$ cat src/rtl/cldf_pkg.sv
// Package for the code line dedup filter: sizes, register defaults, character codes,
// register indexes, prefix type codes and the sequencer state type.
// No dependencies; every other file of the block depends on it.
package cldf_pkg;

    localparam int MAX_LINE_DEF = 64;
    localparam int ELAPSED_W    = 17;
    localparam int CFG_IDX_W    = 2;
    localparam int CFG_DATA_W   = 16;
    localparam int CODE_LEN_W   = 6;
    localparam int PREFIX_LEN   = 5;

    localparam logic [CFG_DATA_W-1:0] MIN_INTERVAL_RST  = 16'd1000;
    localparam logic [CFG_DATA_W-1:0] REPEAT_WINDOW_RST = 16'd500;

    localparam logic [CFG_IDX_W-1:0] CFG_MIN_INTERVAL  = 2'd0;
    localparam logic [CFG_IDX_W-1:0] CFG_REPEAT_WINDOW = 2'd1;

    localparam logic [7:0] CHAR_SPACE = 8'h20;
    localparam logic [7:0] CHAR_TILDE = 8'h7E;
    localparam logic [7:0] CHAR_LF    = 8'h0A;
    localparam logic [7:0] CHAR_CR    = 8'h0D;

    localparam logic [8*PREFIX_LEN-1:0] ROOM_PREFIX = "ROOM:";
    localparam logic [8*PREFIX_LEN-1:0] USER_PREFIX = "USER:";

    typedef logic [1:0] code_type_t;
    localparam code_type_t TYPE_UNKNOWN = 2'd0;
    localparam code_type_t TYPE_ROOM    = 2'd1;
    localparam code_type_t TYPE_USER    = 2'd2;

    typedef enum logic [3:0] {
        ST_IDLE,
        ST_CHK_MIN,
        ST_CHK_REP,
        ST_CMP_RD,
        ST_CMP_EV,
        ST_LO_RD,
        ST_LO_EV,
        ST_HI_RD,
        ST_HI_EV,
        ST_CP_RD,
        ST_CP_WR,
        ST_EMPTY_LD,
        ST_EM_RD,
        ST_EM_LD
    } cldf_state_t;

    // Character at position pos (0 is the first) of a five-character prefix.
    function automatic logic [7:0] prefix_char(input logic [8*PREFIX_LEN-1:0] prefix,
                                               input logic [2:0] pos);
        logic [7:0] ch;
        ch = prefix[(PREFIX_LEN - 1 - int'(pos)) * 8 +: 8];
        return ch;
    endfunction

endpackage

$ cat src/rtl/cldf_if.sv
// Valid/ready channel interfaces of the code line dedup filter: scanner input,
// code output and configuration write. Depends on cldf_pkg.
interface cldf_in_if;
    logic       valid;
    logic       ready;
    logic       command;
    logic [7:0] rx_byte;

    modport source (output valid, output command, output rx_byte, input ready);
    modport sink (input valid, input command, input rx_byte, output ready);
endinterface

interface cldf_out_if;
    logic                               valid;
    logic                               ready;
    logic [7:0]                         code_byte;
    cldf_pkg::code_type_t               code_type;
    logic [cldf_pkg::CODE_LEN_W-1:0]    code_length;
    logic                               empty_code;
    logic                               last_of_code;

    modport source (output valid, output code_byte, output code_type, output code_length,
                    output empty_code, output last_of_code, input ready);
    modport sink (input valid, input code_byte, input code_type, input code_length,
                  input empty_code, input last_of_code, output ready);
endinterface

interface cldf_cfg_if;
    logic                              valid;
    logic                              ready;
    logic [cldf_pkg::CFG_IDX_W-1:0]    index;
    logic [cldf_pkg::CFG_DATA_W-1:0]   data;

    modport source (output valid, output index, output data, input ready);
    modport sink (input valid, input index, input data, output ready);
endinterface

$ cat src/rtl/code_line_dedup_filter_core.sv
// Code line dedup filter: collects scanner bytes into lines, rate limits and
// repeat filters them, trims spaces and emits the accepted code byte by byte.
// Depends on cldf_pkg and the channel interfaces in cldf_if.sv.
//
//   channel  dir  payload                                              transaction
//   rx       in   command, rx_byte                                     rx.valid & rx.ready
//   tx       out  code_byte, code_type, code_length, empty_code, last  tx.valid & tx.ready
//   cfg      in   index, data                                          cfg.valid & cfg.ready
//
// A tick or a data byte is taken while the sequencer is idle. A line end runs a sequencer
// over the line and prior code memories through a single registered read port per memory:
// the rate and repeat checks, the compare with the prior code, the scans over leading
// and trailing spaces, the copy of the trimmed code and its emission byte by byte.
// rx.ready is low while the sequencer runs; cfg.ready is always high.
// Reset clears the counters and loads the register defaults; memories are not cleared.
// A stalled tx holds the output register and the sequencer waits on it.
module code_line_dedup_filter_core #(
    parameter int MAX_LINE = cldf_pkg::MAX_LINE_DEF
) (
    input  logic              clk,
    input  logic              rst_n,
    cldf_in_if.sink           rx,
    cldf_out_if.source        tx,
    cldf_cfg_if.sink          cfg
);
    import cldf_pkg::*;

    localparam int IW = $clog2(MAX_LINE);

    cldf_state_t state_reg, state_next;

    logic [IW-1:0]        line_count_reg, line_count_next;
    logic [IW-1:0]        prior_count_reg, prior_count_next;
    logic [ELAPSED_W-1:0] elapsed_reg, elapsed_next;
    logic [CFG_DATA_W-1:0] min_interval_reg, repeat_window_reg;

    logic [IW-1:0] idx_reg, idx_next;
    logic [IW-1:0] lo_reg, lo_next;
    logic [IW-1:0] len_reg, len_next;
    logic          room_ok_reg, room_ok_next;
    logic          user_ok_reg, user_ok_next;

    logic                  out_valid_reg, out_valid_next;
    logic [7:0]            out_byte_reg, out_byte_next;
    code_type_t            out_type_reg, out_type_next;
    logic [CODE_LEN_W-1:0] out_len_reg, out_len_next;
    logic                  out_empty_reg, out_empty_next;
    logic                  out_last_reg, out_last_next;

    logic [7:0] line_mem [MAX_LINE];
    logic [7:0] prior_mem [MAX_LINE];
    logic [7:0] line_rd_reg, prior_rd_reg;
    logic [IW-1:0] line_raddr;
    logic          line_wr_en, prior_wr_en;

    logic                 rx_fire;
    logic                 is_eol, is_print;
    logic                 out_free;
    logic [CFG_DATA_W-1:0] cmp_rhs;
    logic                 cmp_lt;
    logic [7:0]           byte_ref;
    logic                 byte_eq;
    logic                 idx_last_line, idx_last_code;
    logic                 long_enough;
    code_type_t           code_type_now;

    assign rx.ready  = (state_reg == ST_IDLE);
    assign rx_fire   = rx.valid && rx.ready;
    assign cfg.ready = 1'b1;

    assign is_eol   = (rx.rx_byte == CHAR_LF) || (rx.rx_byte == CHAR_CR);
    assign is_print = (rx.rx_byte >= CHAR_SPACE) && (rx.rx_byte <= CHAR_TILDE);
    assign out_free = !out_valid_reg || tx.ready;

    // Shared threshold comparator for the rate limit and the repeat window.
    assign cmp_rhs = (state_reg == ST_CHK_MIN) ? min_interval_reg : repeat_window_reg;
    assign cmp_lt  = elapsed_reg < {1'b0, cmp_rhs};

    // Shared byte comparator: line against prior code, or line against a space.
    assign byte_ref = (state_reg == ST_CMP_EV) ? prior_rd_reg : CHAR_SPACE;
    assign byte_eq  = (line_rd_reg == byte_ref);

    assign idx_last_line = (idx_reg == line_count_reg - 1'b1);
    assign idx_last_code = (idx_reg == len_reg - 1'b1);
    assign long_enough   = (len_reg >= IW'(PREFIX_LEN));

    always_comb
    begin
        if (long_enough && room_ok_reg)
        begin
            code_type_now = TYPE_ROOM;
        end
        else if (long_enough && user_ok_reg)
        begin
            code_type_now = TYPE_USER;
        end
        else
        begin
            code_type_now = TYPE_UNKNOWN;
        end
    end

    assign line_raddr = (state_reg == ST_CP_RD) ? (lo_reg + idx_reg) : idx_reg;

    // Next state.
    always_comb
    begin
        state_next = state_reg;
        unique case (state_reg)
            ST_IDLE:
            begin
                if (rx_fire && !rx.command && is_eol && (line_count_reg != '0))
                begin
                    state_next = ST_CHK_MIN;
                end
            end
            ST_CHK_MIN:
            begin
                state_next = cmp_lt ? ST_IDLE : ST_CHK_REP;
            end
            ST_CHK_REP:
            begin
                state_next = (cmp_lt && (line_count_reg == prior_count_reg)) ? ST_CMP_RD
                                                                             : ST_LO_RD;
            end
            ST_CMP_RD:
            begin
                state_next = ST_CMP_EV;
            end
            ST_CMP_EV:
            begin
                if (!byte_eq)
                begin
                    state_next = ST_LO_RD;
                end
                else
                begin
                    state_next = idx_last_line ? ST_IDLE : ST_CMP_RD;
                end
            end
            ST_LO_RD:
            begin
                state_next = ST_LO_EV;
            end
            ST_LO_EV:
            begin
                if (byte_eq)
                begin
                    state_next = idx_last_line ? ST_EMPTY_LD : ST_LO_RD;
                end
                else
                begin
                    state_next = ST_HI_RD;
                end
            end
            ST_HI_RD:
            begin
                state_next = ST_HI_EV;
            end
            ST_HI_EV:
            begin
                state_next = byte_eq ? ST_HI_RD : ST_CP_RD;
            end
            ST_CP_RD:
            begin
                state_next = ST_CP_WR;
            end
            ST_CP_WR:
            begin
                state_next = idx_last_code ? ST_EM_RD : ST_CP_RD;
            end
            ST_EMPTY_LD:
            begin
                if (out_free)
                begin
                    state_next = ST_IDLE;
                end
            end
            ST_EM_RD:
            begin
                state_next = ST_EM_LD;
            end
            ST_EM_LD:
            begin
                if (out_free)
                begin
                    state_next = idx_last_code ? ST_IDLE : ST_EM_RD;
                end
            end
            default:
            begin
                state_next = ST_IDLE;
            end
        endcase
    end

    // Datapath and output register control.
    always_comb
    begin
        line_count_next  = line_count_reg;
        prior_count_next = prior_count_reg;
        elapsed_next     = elapsed_reg;
        idx_next         = idx_reg;
        lo_next          = lo_reg;
        len_next         = len_reg;
        room_ok_next     = room_ok_reg;
        user_ok_next     = user_ok_reg;
        line_wr_en       = 1'b0;
        prior_wr_en      = 1'b0;
        out_valid_next   = out_valid_reg && !tx.ready;
        out_byte_next    = out_byte_reg;
        out_type_next    = out_type_reg;
        out_len_next     = out_len_reg;
        out_empty_next   = out_empty_reg;
        out_last_next    = out_last_reg;

        unique case (state_reg)
            ST_IDLE:
            begin
                idx_next = '0;
                if (rx_fire)
                begin
                    if (rx.command)
                    begin
                        if (elapsed_reg != '1)
                        begin
                            elapsed_next = elapsed_reg + 1'b1;
                        end
                    end
                    else if (is_print)
                    begin
                        line_wr_en = 1'b1;
                        // A full buffer is thrown away.
                        if (line_count_reg == IW'(MAX_LINE - 1))
                        begin
                            line_count_next = '0;
                        end
                        else
                        begin
                            line_count_next = line_count_reg + 1'b1;
                        end
                    end
                end
            end
            ST_CHK_MIN:
            begin
                if (cmp_lt)
                begin
                    line_count_next = '0;
                end
            end
            ST_CMP_EV:
            begin
                if (!byte_eq)
                begin
                    idx_next = '0;
                end
                else if (idx_last_line)
                begin
                    line_count_next = '0;
                end
                else
                begin
                    idx_next = idx_reg + 1'b1;
                end
            end
            ST_LO_EV:
            begin
                if (byte_eq)
                begin
                    if (!idx_last_line)
                    begin
                        idx_next = idx_reg + 1'b1;
                    end
                end
                else
                begin
                    lo_next  = idx_reg;
                    idx_next = line_count_reg - 1'b1;
                end
            end
            ST_HI_EV:
            begin
                if (byte_eq)
                begin
                    idx_next = idx_reg - 1'b1;
                end
                else
                begin
                    len_next     = idx_reg - lo_reg + 1'b1;
                    idx_next     = '0;
                    room_ok_next = 1'b1;
                    user_ok_next = 1'b1;
                end
            end
            ST_CP_WR:
            begin
                prior_wr_en = 1'b1;
                if (idx_reg < IW'(PREFIX_LEN))
                begin
                    if (line_rd_reg != prefix_char(ROOM_PREFIX, idx_reg[2:0]))
                    begin
                        room_ok_next = 1'b0;
                    end
                    if (line_rd_reg != prefix_char(USER_PREFIX, idx_reg[2:0]))
                    begin
                        user_ok_next = 1'b0;
                    end
                end
                if (idx_last_code)
                begin
                    prior_count_next = len_reg;
                    elapsed_next     = '0;
                    line_count_next  = '0;
                    idx_next         = '0;
                end
                else
                begin
                    idx_next = idx_reg + 1'b1;
                end
            end
            ST_EMPTY_LD:
            begin
                if (out_free)
                begin
                    out_valid_next   = 1'b1;
                    out_byte_next    = '0;
                    out_type_next    = TYPE_UNKNOWN;
                    out_len_next     = '0;
                    out_empty_next   = 1'b1;
                    out_last_next    = 1'b1;
                    prior_count_next = '0;
                    elapsed_next     = '0;
                    line_count_next  = '0;
                end
            end
            ST_EM_LD:
            begin
                if (out_free)
                begin
                    out_valid_next = 1'b1;
                    out_byte_next  = prior_rd_reg;
                    out_type_next  = code_type_now;
                    out_len_next   = CODE_LEN_W'(len_reg);
                    out_empty_next = 1'b0;
                    out_last_next  = idx_last_code;
                    idx_next       = idx_reg + 1'b1;
                end
            end
            default:
            begin
            end
        endcase
    end

    always_ff @(posedge clk or negedge rst_n)
    begin
        if (!rst_n)
        begin
            state_reg       <= ST_IDLE;
            line_count_reg  <= '0;
            prior_count_reg <= '0;
            elapsed_reg     <= '0;
            out_valid_reg   <= 1'b0;
        end
        else
        begin
            state_reg       <= state_next;
            line_count_reg  <= line_count_next;
            prior_count_reg <= prior_count_next;
            elapsed_reg     <= elapsed_next;
            out_valid_reg   <= out_valid_next;
        end
    end

    always_ff @(posedge clk or negedge rst_n)
    begin
        if (!rst_n)
        begin
            min_interval_reg  <= MIN_INTERVAL_RST;
            repeat_window_reg <= REPEAT_WINDOW_RST;
        end
        else if (cfg.valid && cfg.ready)
        begin
            if (cfg.index == CFG_MIN_INTERVAL)
            begin
                min_interval_reg <= cfg.data;
            end
            else if (cfg.index == CFG_REPEAT_WINDOW)
            begin
                repeat_window_reg <= cfg.data;
            end
        end
    end

    always_ff @(posedge clk)
    begin
        idx_reg       <= idx_next;
        lo_reg        <= lo_next;
        len_reg       <= len_next;
        room_ok_reg   <= room_ok_next;
        user_ok_reg   <= user_ok_next;
        out_byte_reg  <= out_byte_next;
        out_type_reg  <= out_type_next;
        out_len_reg   <= out_len_next;
        out_empty_reg <= out_empty_next;
        out_last_reg  <= out_last_next;
    end

    // Line buffer memory: written on each stored byte, one registered read port.
    always_ff @(posedge clk)
    begin
        if (line_wr_en)
        begin
            line_mem[line_count_reg] <= rx.rx_byte;
        end
        line_rd_reg <= line_mem[line_raddr];
    end

    // Prior code memory: written during the copy, read for compare and emission.
    always_ff @(posedge clk)
    begin
        if (prior_wr_en)
        begin
            prior_mem[idx_reg] <= line_rd_reg;
        end
        prior_rd_reg <= prior_mem[idx_reg];
    end

    assign tx.valid        = out_valid_reg;
    assign tx.code_byte    = out_byte_reg;
    assign tx.code_type    = out_type_reg;
    assign tx.code_length  = out_len_reg;
    assign tx.empty_code   = out_empty_reg;
    assign tx.last_of_code = out_last_reg;

endmodule
$ cat src/flat_wrapper.sv
// flat-port wrapper written by rule: the top's interface ports become plain ports
module code_line_dedup_filter_core_flat import cldf_pkg::*;
#(
    parameter int MAX_LINE = cldf_pkg::MAX_LINE_DEF
)
  (clk, rst_n, rx_valid, rx_command, rx_rx_byte, rx_ready, tx_valid, tx_code_byte, tx_code_type, tx_code_length, tx_empty_code, tx_last_of_code, tx_ready, cfg_valid, cfg_index, cfg_data, cfg_ready);
  cldf_in_if rx_i ();
  cldf_out_if tx_i ();
  cldf_cfg_if cfg_i ();
  input  logic clk;
  input  logic rst_n;
  input wire logic [$bits(rx_i.valid)-1:0] rx_valid;
  input wire logic [$bits(rx_i.command)-1:0] rx_command;
  input wire logic [$bits(rx_i.rx_byte)-1:0] rx_rx_byte;
  output wire logic [$bits(rx_i.ready)-1:0] rx_ready;
  output wire logic [$bits(tx_i.valid)-1:0] tx_valid;
  output wire logic [$bits(tx_i.code_byte)-1:0] tx_code_byte;
  output wire logic [$bits(tx_i.code_type)-1:0] tx_code_type;
  output wire logic [$bits(tx_i.code_length)-1:0] tx_code_length;
  output wire logic [$bits(tx_i.empty_code)-1:0] tx_empty_code;
  output wire logic [$bits(tx_i.last_of_code)-1:0] tx_last_of_code;
  input wire logic [$bits(tx_i.ready)-1:0] tx_ready;
  input wire logic [$bits(cfg_i.valid)-1:0] cfg_valid;
  input wire logic [$bits(cfg_i.index)-1:0] cfg_index;
  input wire logic [$bits(cfg_i.data)-1:0] cfg_data;
  output wire logic [$bits(cfg_i.ready)-1:0] cfg_ready;
  assign rx_i.valid = rx_valid;
  assign rx_i.command = rx_command;
  assign rx_i.rx_byte = rx_rx_byte;
  assign rx_ready = rx_i.ready;
  assign tx_valid = tx_i.valid;
  assign tx_code_byte = tx_i.code_byte;
  assign tx_code_type = tx_i.code_type;
  assign tx_code_length = tx_i.code_length;
  assign tx_empty_code = tx_i.empty_code;
  assign tx_last_of_code = tx_i.last_of_code;
  assign tx_i.ready = tx_ready;
  assign cfg_i.valid = cfg_valid;
  assign cfg_i.index = cfg_index;
  assign cfg_i.data = cfg_data;
  assign cfg_ready = cfg_i.ready;
  code_line_dedup_filter_core #(.MAX_LINE(MAX_LINE)) u_core (.clk(clk), .rst_n(rst_n), .rx(rx_i), .tx(tx_i), .cfg(cfg_i));
endmodule
$ cat config.mk
export PLATFORM = sky130hd
export DESIGN_NAME = code_line_dedup_filter_core_flat
export DESIGN_NICKNAME = d
export VERILOG_FILES = /design/src/rtl/cldf_pkg.sv /design/src/rtl/cldf_if.sv /design/src/rtl/code_line_dedup_filter_core.sv /design/src/flat_wrapper.sv
export SDC_FILE = /design/constraint.sdc
export NUM_CORES = 1
export LEC_CHECK = 0
export ABC_CLOCK_PERIOD_IN_PS = 4700
export BUFFER_PORTS_ARGS = -buffer_cell sky130_fd_sc_hd__buf_2
export CAP_MARGIN = 20
export CORE_MARGIN = 3
export CORE_UTILIZATION = 63
export DETAILED_ROUTE_END_ITERATION = 10
export PLACE_DENSITY = 0.8
export SLEW_MARGIN = 25
export SYNTH_ARGS = -nofsm -noshare
export SYNTH_HDL_FRONTEND = slang
export SYNTH_SLANG_ARGS = --single-unit
$ cat constraint.sdc
create_clock -name clk -period 4.7 [get_ports clk]
set_clock_uncertainty 0.15 [all_clocks]
set_input_delay 0.94 -clock clk [delete_from_list [all_inputs] [get_ports clk]]
set_output_delay 0.94 -clock clk [all_outputs]
set_load 0.1 [all_outputs]
### Word level (Yosys, flattened, before mapping)

Memories as Yosys holds them, arrays and structs flattened. A register that Yosys moved wholly into a read port is not among the register bits.
Index checks and enable logic that the tools add are counted.

* register bits after elaboration: 104
* bits in latches: 0
* bits in writable memories: 1024
* bits in read-only memories: 0
* bits of input ports: 32
* output and inout bits: 21
* word-level logic and storage cells: 188
* memories kept: 2

Memory list
* u_core.line_mem: words 64, width 8, rd ports 1, clocked after memory_dff 1, write ports 1, RTL line code_line_dedup_filter_core.sv:50 `logic [7:0] line_mem [MAX_LINE];`
* u_core.prior_mem: words 64, width 8, rd ports 1, clocked after memory_dff 1, write ports 1, RTL line code_line_dedup_filter_core.sv:51 `logic [7:0] prior_mem [MAX_LINE];`

* add/sub/neg operators: 10
* multiply operators: 0
* divide/modulo/power cells: 0
* $lt $le $gt $ge: 5
* equality and inequality tests: 40
* shifts and indexed selects: 2
* multiplexer cells: 74
* bitwise logic cells: 2
* reductions and logical operators: 36

Operator list (number)
* $mux 6: 18
* $mux 17: 5
* $shiftx 40x32->8 const A: 2
* $pmux 4 s14: 1
* $pmux 17 s3: 1
* $pmux 6 s6: 1
* $mux 4: 8
* $pmux 6 s5: 1
* $eq 4x4->1 const B: 6
* $mux 8: 3
* $pmux 6 s2: 2
* $mux 1: 19
* $add 6x1->6 const B: 3
* $eq 6x6->1: 3
* $ne 2x1->1 const B: 9
* $sub 6x1->6 const B: 3
* $add 17x1->17 const B: 1
* $lt 17x16->1: 1
* $ne 17x17->1 const B: 1
* $eq 4x3->1 const B: 4
* $eq 8x4->1 const B: 2
* $mux 16: 1
* $ne 8x8->1: 2
* $pmux 8 s2: 1
* 33 further kinds: 71

### Logic depth before layout (Yosys ltp)

Gate-level depths: netlist (run 1).

* depth after elaboration: 8
* gate-level depth with buffers: 15
* gate-level depth less buffers: 14

### Worst setup path after synthesis (run 1)

OpenSTA, ideal clock, no wires.

* path type: register to register
* start point: register u_core.state_reg[1]
* end point: register u_core.line_count_reg[4]
* library setup time: 76 ps
* data arrival time: 3902 ps
* required time: 4474 ps
* setup slack: 572 ps
* stages on the path, launching flop included: 16
* buffers on the path: 4
* clock period less this slack: 4128 ps
* cells stage by stage: dfrtp_1 -> clkbuf_1 -> nor4b_1 -> buf_2 -> buf_1 -> mux2i_1 -> ha_1 -> nand4b_1 -> nor4_1 -> a2111oi_0 -> a31oi_1 -> a211o_1 -> a211o_1 -> buf_6 -> or4_1 -> o21ai_1

* word-level cells in the longest chain between the ends: 5
* elaborated cells between the ends (all ways): 21
* classes of those cells: order compare: 1; eq/ne: 13; mux: 3; reduce/logical: 4

RTL lines
* start: declaration: RTL line code_line_dedup_filter_core.sv:30 `cldf_state_t state_reg, state_next;`
* start signal: assignment: RTL line code_line_dedup_filter_core.sv:368 `state_reg <= state_next;`
* $eq 4x1->1 or $eq 4x3->1 (tied branches): RTL line code_line_dedup_filter_core.sv:76, code_line_dedup_filter_core.sv:217, code_line_dedup_filter_core.sv:80
* $mux 16 or $mux 8 (tied branches): RTL line code_line_dedup_filter_core.sv:76, code_line_dedup_filter_core.sv:80
* $lt 17x16->1 or $eq 8x8->1 (tied branches): RTL line code_line_dedup_filter_core.sv:77, code_line_dedup_filter_core.sv:81
* $ne 2x1->1 (no source line)
* $reduce_and 9->1 (no source line)
* end signal: assignment: RTL line code_line_dedup_filter_core.sv:369 `line_count_reg <= line_count_next;`
* end: declaration: RTL line code_line_dedup_filter_core.sv:32 `logic [IW-1:0] line_count_reg, line_count_next;`

Several ways; a longest one is shown, not always the timed one.
A chain may end at the register's enable or synchronous reset.

### Worst setup path in the final report (run 1)

* start point: register u_core.state_reg[3]
* end point: memory u_core.prior_mem[59][2], enable pin

* word-level cells in the longest chain between the ends: 4

RTL lines
* $eq 4x4->1: RTL line code_line_dedup_filter_core.sv:217 `unique case (state_reg)`
* $mux 1: RTL line code_line_dedup_filter_core.sv:217
* $mux 1: RTL line code_line_dedup_filter_core.sv:423 `if (prior_wr_en)`
* $mux 1 (not written as such): RTL line code_line_dedup_filter_core.sv:425 `prior_mem[idx_reg] <= line_rd_reg;`
* end: declaration: RTL line code_line_dedup_filter_core.sv:51

Every way passes these cells.

==> key figures, run 1 <==
Clock network
  • CTS Buf Count: 109
  • CTS tree: yes
  • Cts repair resizes: 0
  • Clock buffer depth: 3
  • H-tree depth: 3
  • Post-CTS Setup Bufs: 0
  • CTS root buffer: clkbuf_16
  • Clock Latency Late Sink: 690 ps
  • Post-CTS Hold Fix Bufs: 0
  • Clk sinks: 1144
  • Reg clk slew, reported paths: 60 ps

Global routing
  • Largest net degree at the start of global routing: 124
  • GRT Residual Overflow: 0
  • Initial antenna violation count: 3
  • GR Util All Layers: 30.8%
  • Number of global-route vias before repair: 29.5k
  • First-pass GRT wire length: 182000 um

Worst setup path
  • CP Class: flip-flop to flip-flop
  • Reg-to-Reg End: u_core.prior_mem[59][2]
  • Worst-path cell chain: buf_4, clkinv_1, nor2_1, nand2_1, nor2_1, nand2_1, nor2_1
  • CP peak stage delay: 910 ps
  • Top delay family on crit path: simple AND/OR/NAND/NOR gates
  • Critical-path maximum fanout: 16
  • CP endpoint kind: flip-flop
  • FF-to-FF Start: u_core.state_reg[3]
  • CP bufs+invs: 2
  • Startpoint Class: flip-flop
  • R2r setup slk: 490 ps
  • Required @ worst endpoint: 4830 ps
  • Slowest cell on crit path: nor2_1
  • Worst R2R Path Depth: 7
  • CP arrival: 4340 ps
  • CP dominant cell by count: nor2_1
  • CP startpoint: u_core.state_reg[3]

Synthesis
  • Seq/Total Area, Yosys: 70.9%
  • Post-synthesis cell area: 47800 um2
  • Warnings from Yosys: 0
  • Synthesized netlist cell count: 3251
  • Ys flop type: edfxtp_1
  • Synth Area per Inst: 14.7 um2
  • Synth Net Count: 3323
  • Ys async rst share: 5.77%
  • #FFs+latches synth: 1144
  • Yosys cell types: 79
  • Number of synthesized flops with an enable pin: 1062

Detailed routing
  • Antenna-violating nets left: 0
  • Met2 routed WL: 58000 um
  • DR top layer: met5
  • Starting DRC count in detailed routing: 4447
  • M1 WL: 43800 um
  • Routed vias/inst: 6.87
  • # DRC: 0
  • Final wirelength: 122000 um
  • Avg WL per Cell: 27.8 um
  • Vias: 30.0k
  • DRT Pass-1 Iters: 6
  • Metal3 WL: 13300 um

Final layout
  • Fraction of layout cells with a size suffix above 1: 13.7%
  • Area Growth Syn to Fin: 10.5%
  • Finished Core Util: 70.5%
  • Nets: 3381

Power and ir drop
  • P_sw: 12.0 mW
  • Worst vdd ir: 0.000436 V
  • Leakage: 17.5 nW
  • Sequential power share: 38.8%
  • Power per cell area: 621 nW/um2
  • Pint: 20.7 mW
  • Clock share of power: 25.7%
  • Sw Share: 36.7%
  • Design Power: 32.8 mW
  • Gate power share: 35.5%

Place
  • Final HPWL DP: 75000 um
  • IO buf count: 51
  • RD Place Congestion: 0.903

Status
  • Status: complete, no violations

STA
  • Fin crit share: 89.5%
  • Final TNS setup: 0 ps
  • Worst slew margin: 24.6%
  • Least-Margin Pin Slew: 1130 ps
  • Setup Viol. Count Final: 0
  • Final period demand of the worst path: 4210 ps
  • RSZ-0062 raised after global routing: false
  • Fmax: 0.238 GHz
  • Fin. max-slew vios: 0
  • Hold Fails Final Rpt: 0

Hold path
  • HP Class: input pin to async pin

Floorplanning
  • I/O pin cnt: 53
  • Die height: 281 um
  • Die X: 281 um
  • Die area: 79100 um2
  • Core ar.: 74800 um2
  • Initial core utilization: 63.8%
  • Num rows: 100

Flow run
  • Max Cap Viol: 0
[worst reg2reg max path, stage by stage, from the launching register on]
cell and delay, ps:
dfrtp_1 370, buf_4 210, clkinv_1 280, nor2_1 320, nand2_1 240, nor2_1 700, nand2_1 610, nor2_1 910
[area by class of cell]
class,instances,area (um2)
Clock inverter,56,543
Multi-Input combinational cell,1874,13000
Antenna cell,1,2.50
Fill cell,4631,22100
Tap cell,969,1210
Timing Repair Buffer,150,1090
Inverter,30,113
Sequential cell,1144,33900
Clock buffer,145,2870
[cells by family (layout without fill, tap and decap cells)]
family | Yosys count | after routing | share of synthesized area [%]
flip-flops | 1144 | 1144 | 70.9
AND/OR/NAND/NOR | 873 | 873 | 8.18
AO/OA/AOI/OAI | 606 | 606 | 8.68
multiplexers | 313 | 313 | 8.38
buffers and inverters | 233 | 381 | 1.98
XOR/XNOR | 41 | 41 | 0.752
adder cells (fa/ha/maj) | 40 | 40 | 1.08
other | 1 | 2 | 0.00785
[cell usage after synthesis, types with 18 or more instances]
| library cell | number | share of area (%) |
|---|---|---|
| o22ai_1 | 25 | 0.33 |
| a221o_1 | 19 | 0.40 |
| buf_1 | 29 | 0.23 |
| inv_1 | 27 | 0.21 |
| a22oi_1 | 48 | 0.75 |
| buf_2 | 36 | 0.38 |
| clkbuf_1 | 134 | 1.1 |
| nand2b_1 | 42 | 0.55 |
| mux4_2 | 63 | 3.0 |
| nand2_1 | 334 | 2.6 |
| a211oi_1 | 41 | 0.64 |
| xnor2_1 | 31 | 0.57 |
| a21oi_1 | 154 | 1.6 |
| nand3_1 | 85 | 0.89 |
| nor3_1 | 37 | 0.39 |
| dfrtp_1 | 54 | 2.8 |
| a221oi_1 | 86 | 1.6 |
| mux2i_1 | 186 | 3.9 |
| mux2_2 | 64 | 1.5 |
| edfxtp_1 | 1062 | 67 |
| o21ai_0 | 78 | 0.82 |
| nor2_1 | 259 | 2.0 |
| a31oi_1 | 49 | 0.64 |
| and3_1 | 18 | 0.24 |
| ha_1 | 38 | 1.0 |
| a32oi_1 | 18 | 0.33 |
| and2_1 | 19 | 0.25 |
[per-stage QoR]
step           cells  setup slack (ps)  instance area (um2)  hold WS, ps
2_1_floorplan   3251               572                47800          315
3_3_place_gp    4167               548                49300          344
3_5_place_dp    4167               587                49300          346
4_1_cts         4368               508                52800          199
5_1_grt         4368               155                52800          269
6_report        4369               491                52800          221
[power groups by stage]
stage          clock network, mW  logic, mW  registers (mW)
2_1_floorplan                  0       7.16            13.1
3_3_place_gp                   0       11.0            12.9
3_5_place_dp                   0       11.3            12.9
4_1_cts                     8.45       11.4            12.7
5_1_grt                     8.87       12.3            12.7
6_report                    8.41       11.6            12.7
[placed cells by master (no fill, tap or decap), types with 32 or more instances in the layout]
| cell | count |
|---|---|
| a211oi_1 | 41 |
| a21oi_1 | 154 |
| a221oi_1 | 86 |
| a22oi_1 | 48 |
| a31oi_1 | 49 |
| buf_2 | 51 |
| buf_4 | 92 |
| clkbuf_1 | 35 |
| clkbuf_16 | 109 |
| dfrtp_1 | 54 |
| edfxtp_1 | 1062 |
| ha_1 | 38 |
| mux2_2 | 62 |
| mux2i_1 | 183 |
| mux4_2 | 63 |
| nand2_1 | 334 |
| nand2b_1 | 42 |
| nand3_1 | 85 |
| nor2_1 | 257 |
| nor3_1 | 32 |
| o21ai_0 | 78 |
[layer usage]
| metal | GRT usage, % | up-vias |
|---|---|---|
| li1 | - | 12700 |
| met1 | 40.7 | 14800 |
| met2 | 49.5 | 2123 |
| met3 | 6.30 | 412 |
| met4 | 15.0 | 4 |
| met5 | 0 | - |
[worst max-delay path by stage]
stage / end / slack, ps / depth (start not counted)
global placement: u_core.line_count_reg[5] / 550 / 13
finish: u_core.prior_mem[59][2] / 490 / 7
floorplan: u_core.line_count_reg[4] / 570 / 15
detailed placement: u_core.line_count_reg[5] / 590 / 13
CTS: u_core.line_count_reg[5] / 510 / 13
global route: u_core.line_count_reg[5] / 150 / 13
Note: power is estimated with default switching activity, not from simulation.
==> run 2, diff against run 1 <==
==> constraint.sdc (replaced) <==
create_clock -name clk -period 4.7 [get_ports clk]
set_clock_uncertainty 0.15 [all_clocks]
set_input_delay 0.705 -clock clk [delete_from_list [all_inputs] [get_ports clk]]
set_output_delay 0.705 -clock clk [all_outputs]
set_load 0.1 [all_outputs]
==> key figures, run 2 (synthesized netlist as in run 1, its figures left out) <==
Worst setup path
  • Worst R2R Path Depth: 7 (unchanged)
  • CP endpoint kind: flip-flop
  • FF-to-FF Start: u_core.state_reg[3]
  • CP Capture Point: u_core.prior_mem[2][5]
  • Critical-path maximum fanout: 16 (unchanged)
  • R2r setup slk: 350 ps (-140 ps)
  • CP Class: flip-flop to flip-flop
  • CP arrival: 4490 ps (+150 ps)
  • Reg-to-Reg End: u_core.prior_mem[2][5]
  • Startpoint Class: flip-flop
  • Required @ worst endpoint: 4840 ps (about the same)
  • CP startpoint: u_core.state_reg[3]

STA
  • Setup Viol. Count Final: 0 (unchanged)
  • Hold Fails Final Rpt: 0 (unchanged)
  • Fin. max-slew vios: 0 (unchanged)
  • Least-Margin Pin Slew: 984 ps (-145 ps)
  • Fin crit share: 92.5% (+3.0 points)
  • Final TNS setup: 0 ps (unchanged)
  • Fmax: 0.230 GHz (-3.2%)
  • Worst slew margin: 34.0% (+9.4 points)
  • RSZ-0062 raised after global routing: false
  • Final period demand of the worst path: 4350 ps (+139 ps)

Global routing
  • First-pass GRT wire length: 185000 um (+1.6%)
  • Initial antenna violation count: 0 (-3)
  • GR Util All Layers: 31.3% (+0.48 points)
  • Number of global-route vias before repair: 29.7k (+0.60%)
  • Largest net degree at the start of global routing: 101 (-19%)
  • GRT Residual Overflow: 0 (unchanged)

Power and ir drop
  • Pint: 21.1 mW (+1.6%)
  • Worst vdd ir: 0.000678 V (+55%)
  • Sequential power share: 38.5% (-0.3 points)
  • Gate power share: 34.8% (-0.7 points)
  • Clock share of power: 26.7% (+1.0 points)
  • Design Power: 33.2 mW (+1.4%)
  • Power per cell area: 628 nW/um2 (+1.1%)
  • Leakage: 17.6 nW (+0.58%)
  • P_sw: 12.2 mW (+1.0%)
  • Sw Share: 36.6% (-0.14 points)

Floorplanning
  • Core ar.: 74800 um2 (unchanged)
  • Initial core utilization: 63.8% (unchanged)
  • Num rows: 100 (unchanged)
  • Die area: 79100 um2 (unchanged)
  • I/O pin cnt: 53 (unchanged)
  • Die height: 281 um (unchanged)
  • Die X: 281 um (unchanged)

Final layout
  • Commonest non-fill, non-tap cells in the layout: edfxtp_1, nand2_1, nor2_1, mux2i_1, a21oi_1
  • Nets: 3375 (-0.18%)
  • Commonest non-fill, non-tap cell in the layout: edfxtp_1
  • Fraction of layout cells with a size suffix above 1: 14.0% (+0.29 points)
  • # fillers: 4610 (-0.45%)
  • Area Growth Syn to Fin: 10.8%
  • Reg area: 33900 um2 (unchanged)
  • Multi-input logic area: 13100 um2 (about the same)

Place
  • RD Place Congestion: 0.909 (+0.63%)
  • IO buf count: 51 (unchanged)
  • Final HPWL DP: 74800 um (-0.30%)

Clock network
  • Clock buffer depth: 3 (unchanged)
  • Clock Latency Late Sink: 710 ps (+20 ps)
  • CTS tree: yes
  • CTS root buffer: clkbuf_16
  • CTS Buf Count: 109 (unchanged)
  • Reg clk slew, reported paths: 60 ps (about the same)
  • Post-CTS Setup Bufs: 0 (unchanged)
  • Cts repair resizes: 0 (unchanged)
  • H-tree depth: 3 (unchanged)
  • Clk sinks: 1144 (unchanged)
  • Post-CTS Hold Fix Bufs: 0 (unchanged)

Hold path
  • HP Class: input pin to async pin

Detailed routing
  • Antenna-violating nets left: 0 (unchanged)
  • Final wirelength: 123000 um (+1.1%)
  • Routed vias/inst: 6.87 (about the same)
  • Avg WL per Cell: 28.2 um (+1.2%)
  • DRT Pass-1 Iters: 8 (+2)
  • Vias: 30.0k (-0.15%)
  • # DRC: 0 (unchanged)
  • Starting DRC count in detailed routing: 3819 (-14%)

Flow run
  • Max Cap Viol: 0 (unchanged)

Status
  • Status: complete, no violations
[run 2: cell count changes in the layout (fill, tap and decap cells not counted), sizes merged]
cell      before  now
clkbuf       145  125
clkinv        46   61
bufinv         7   14
buf          150  144
clkinvlp       5    3
inv           28   29
[run 2: critical path: stages, from the launching register on]
cell	delay, ps
dfrtp_1	360
buf_4	210
clkinv_1	290
nor2_1	360
nand2_1	260
nor2_1	760
nand2_1	620
nor2_1	920
[run 2: power groups by stage]
stage | registers (mW) | clock network [mW] | logic [mW]
CTS | 12.8 | 8.93 | 11.3
global placement | 13.0 | 0 | 10.9
floorplan | 13.1 | 0 | 7.16
finish | 12.8 | 8.88 | 11.6
global route | 12.8 | 9.30 | 12.2
detailed placement | 13.0 | 0 | 11.2
[run 2: cell type report]
cell class / count / area share [%]
antenna: 1 / 0.00473
clock buffer: 125 / 5.27
clock inverter: 77 / 1.56
inverter: 30 / 0.213
multi-input combinational: 1874 / 24.7
sequential: 1144 / 64.0
tap: 969 / 2.29
timing repair buffer: 144 / 1.97
[run 2: per-layer routing]
metal | global-route usage, % | share of wire (%) | vias up
li1 | - | - | 12700
met1 | 42.0 | 36 | 14700
met2 | 49.7 | 48 | 2069
met3 | 5.68 | 11 | 437
met4 | 16.1 | 5.6 | 0
met5 | 0 | 0 | -
[run 2: worst min path at each step]
stage | end | cells past startpoint
after floorplan | u_core.elapsed_reg[0] | 0
after global placement | u_core.repeat_window_reg[15] | 1
after detailed placement | u_core.min_interval_reg[11] | 1
after CTS | u_core.prior_count_reg[0] | 2
after global routing | u_core.line_mem[53][6] | 1
final | u_core.repeat_window_reg[15] | 2
[run 2: through the flow]
stage | instances | worst slack (ps) | util, % | hold WS (ps) | cell area, um2
after floorplan | 3251 | 572 | - | 259 | 47800
after global placement | 4161 | 545 | 65.9 | 339 | 49300
after detailed placement | 4161 | 450 | 65.9 | 346 | 49300
after CTS | 4363 | 428 | 70.7 | 52.5 | 52900
after global routing | 4363 | 9.13 | 70.7 | 90.6 | 52900
final | 4364 | 352 | 70.7 | 59.3 | 52900
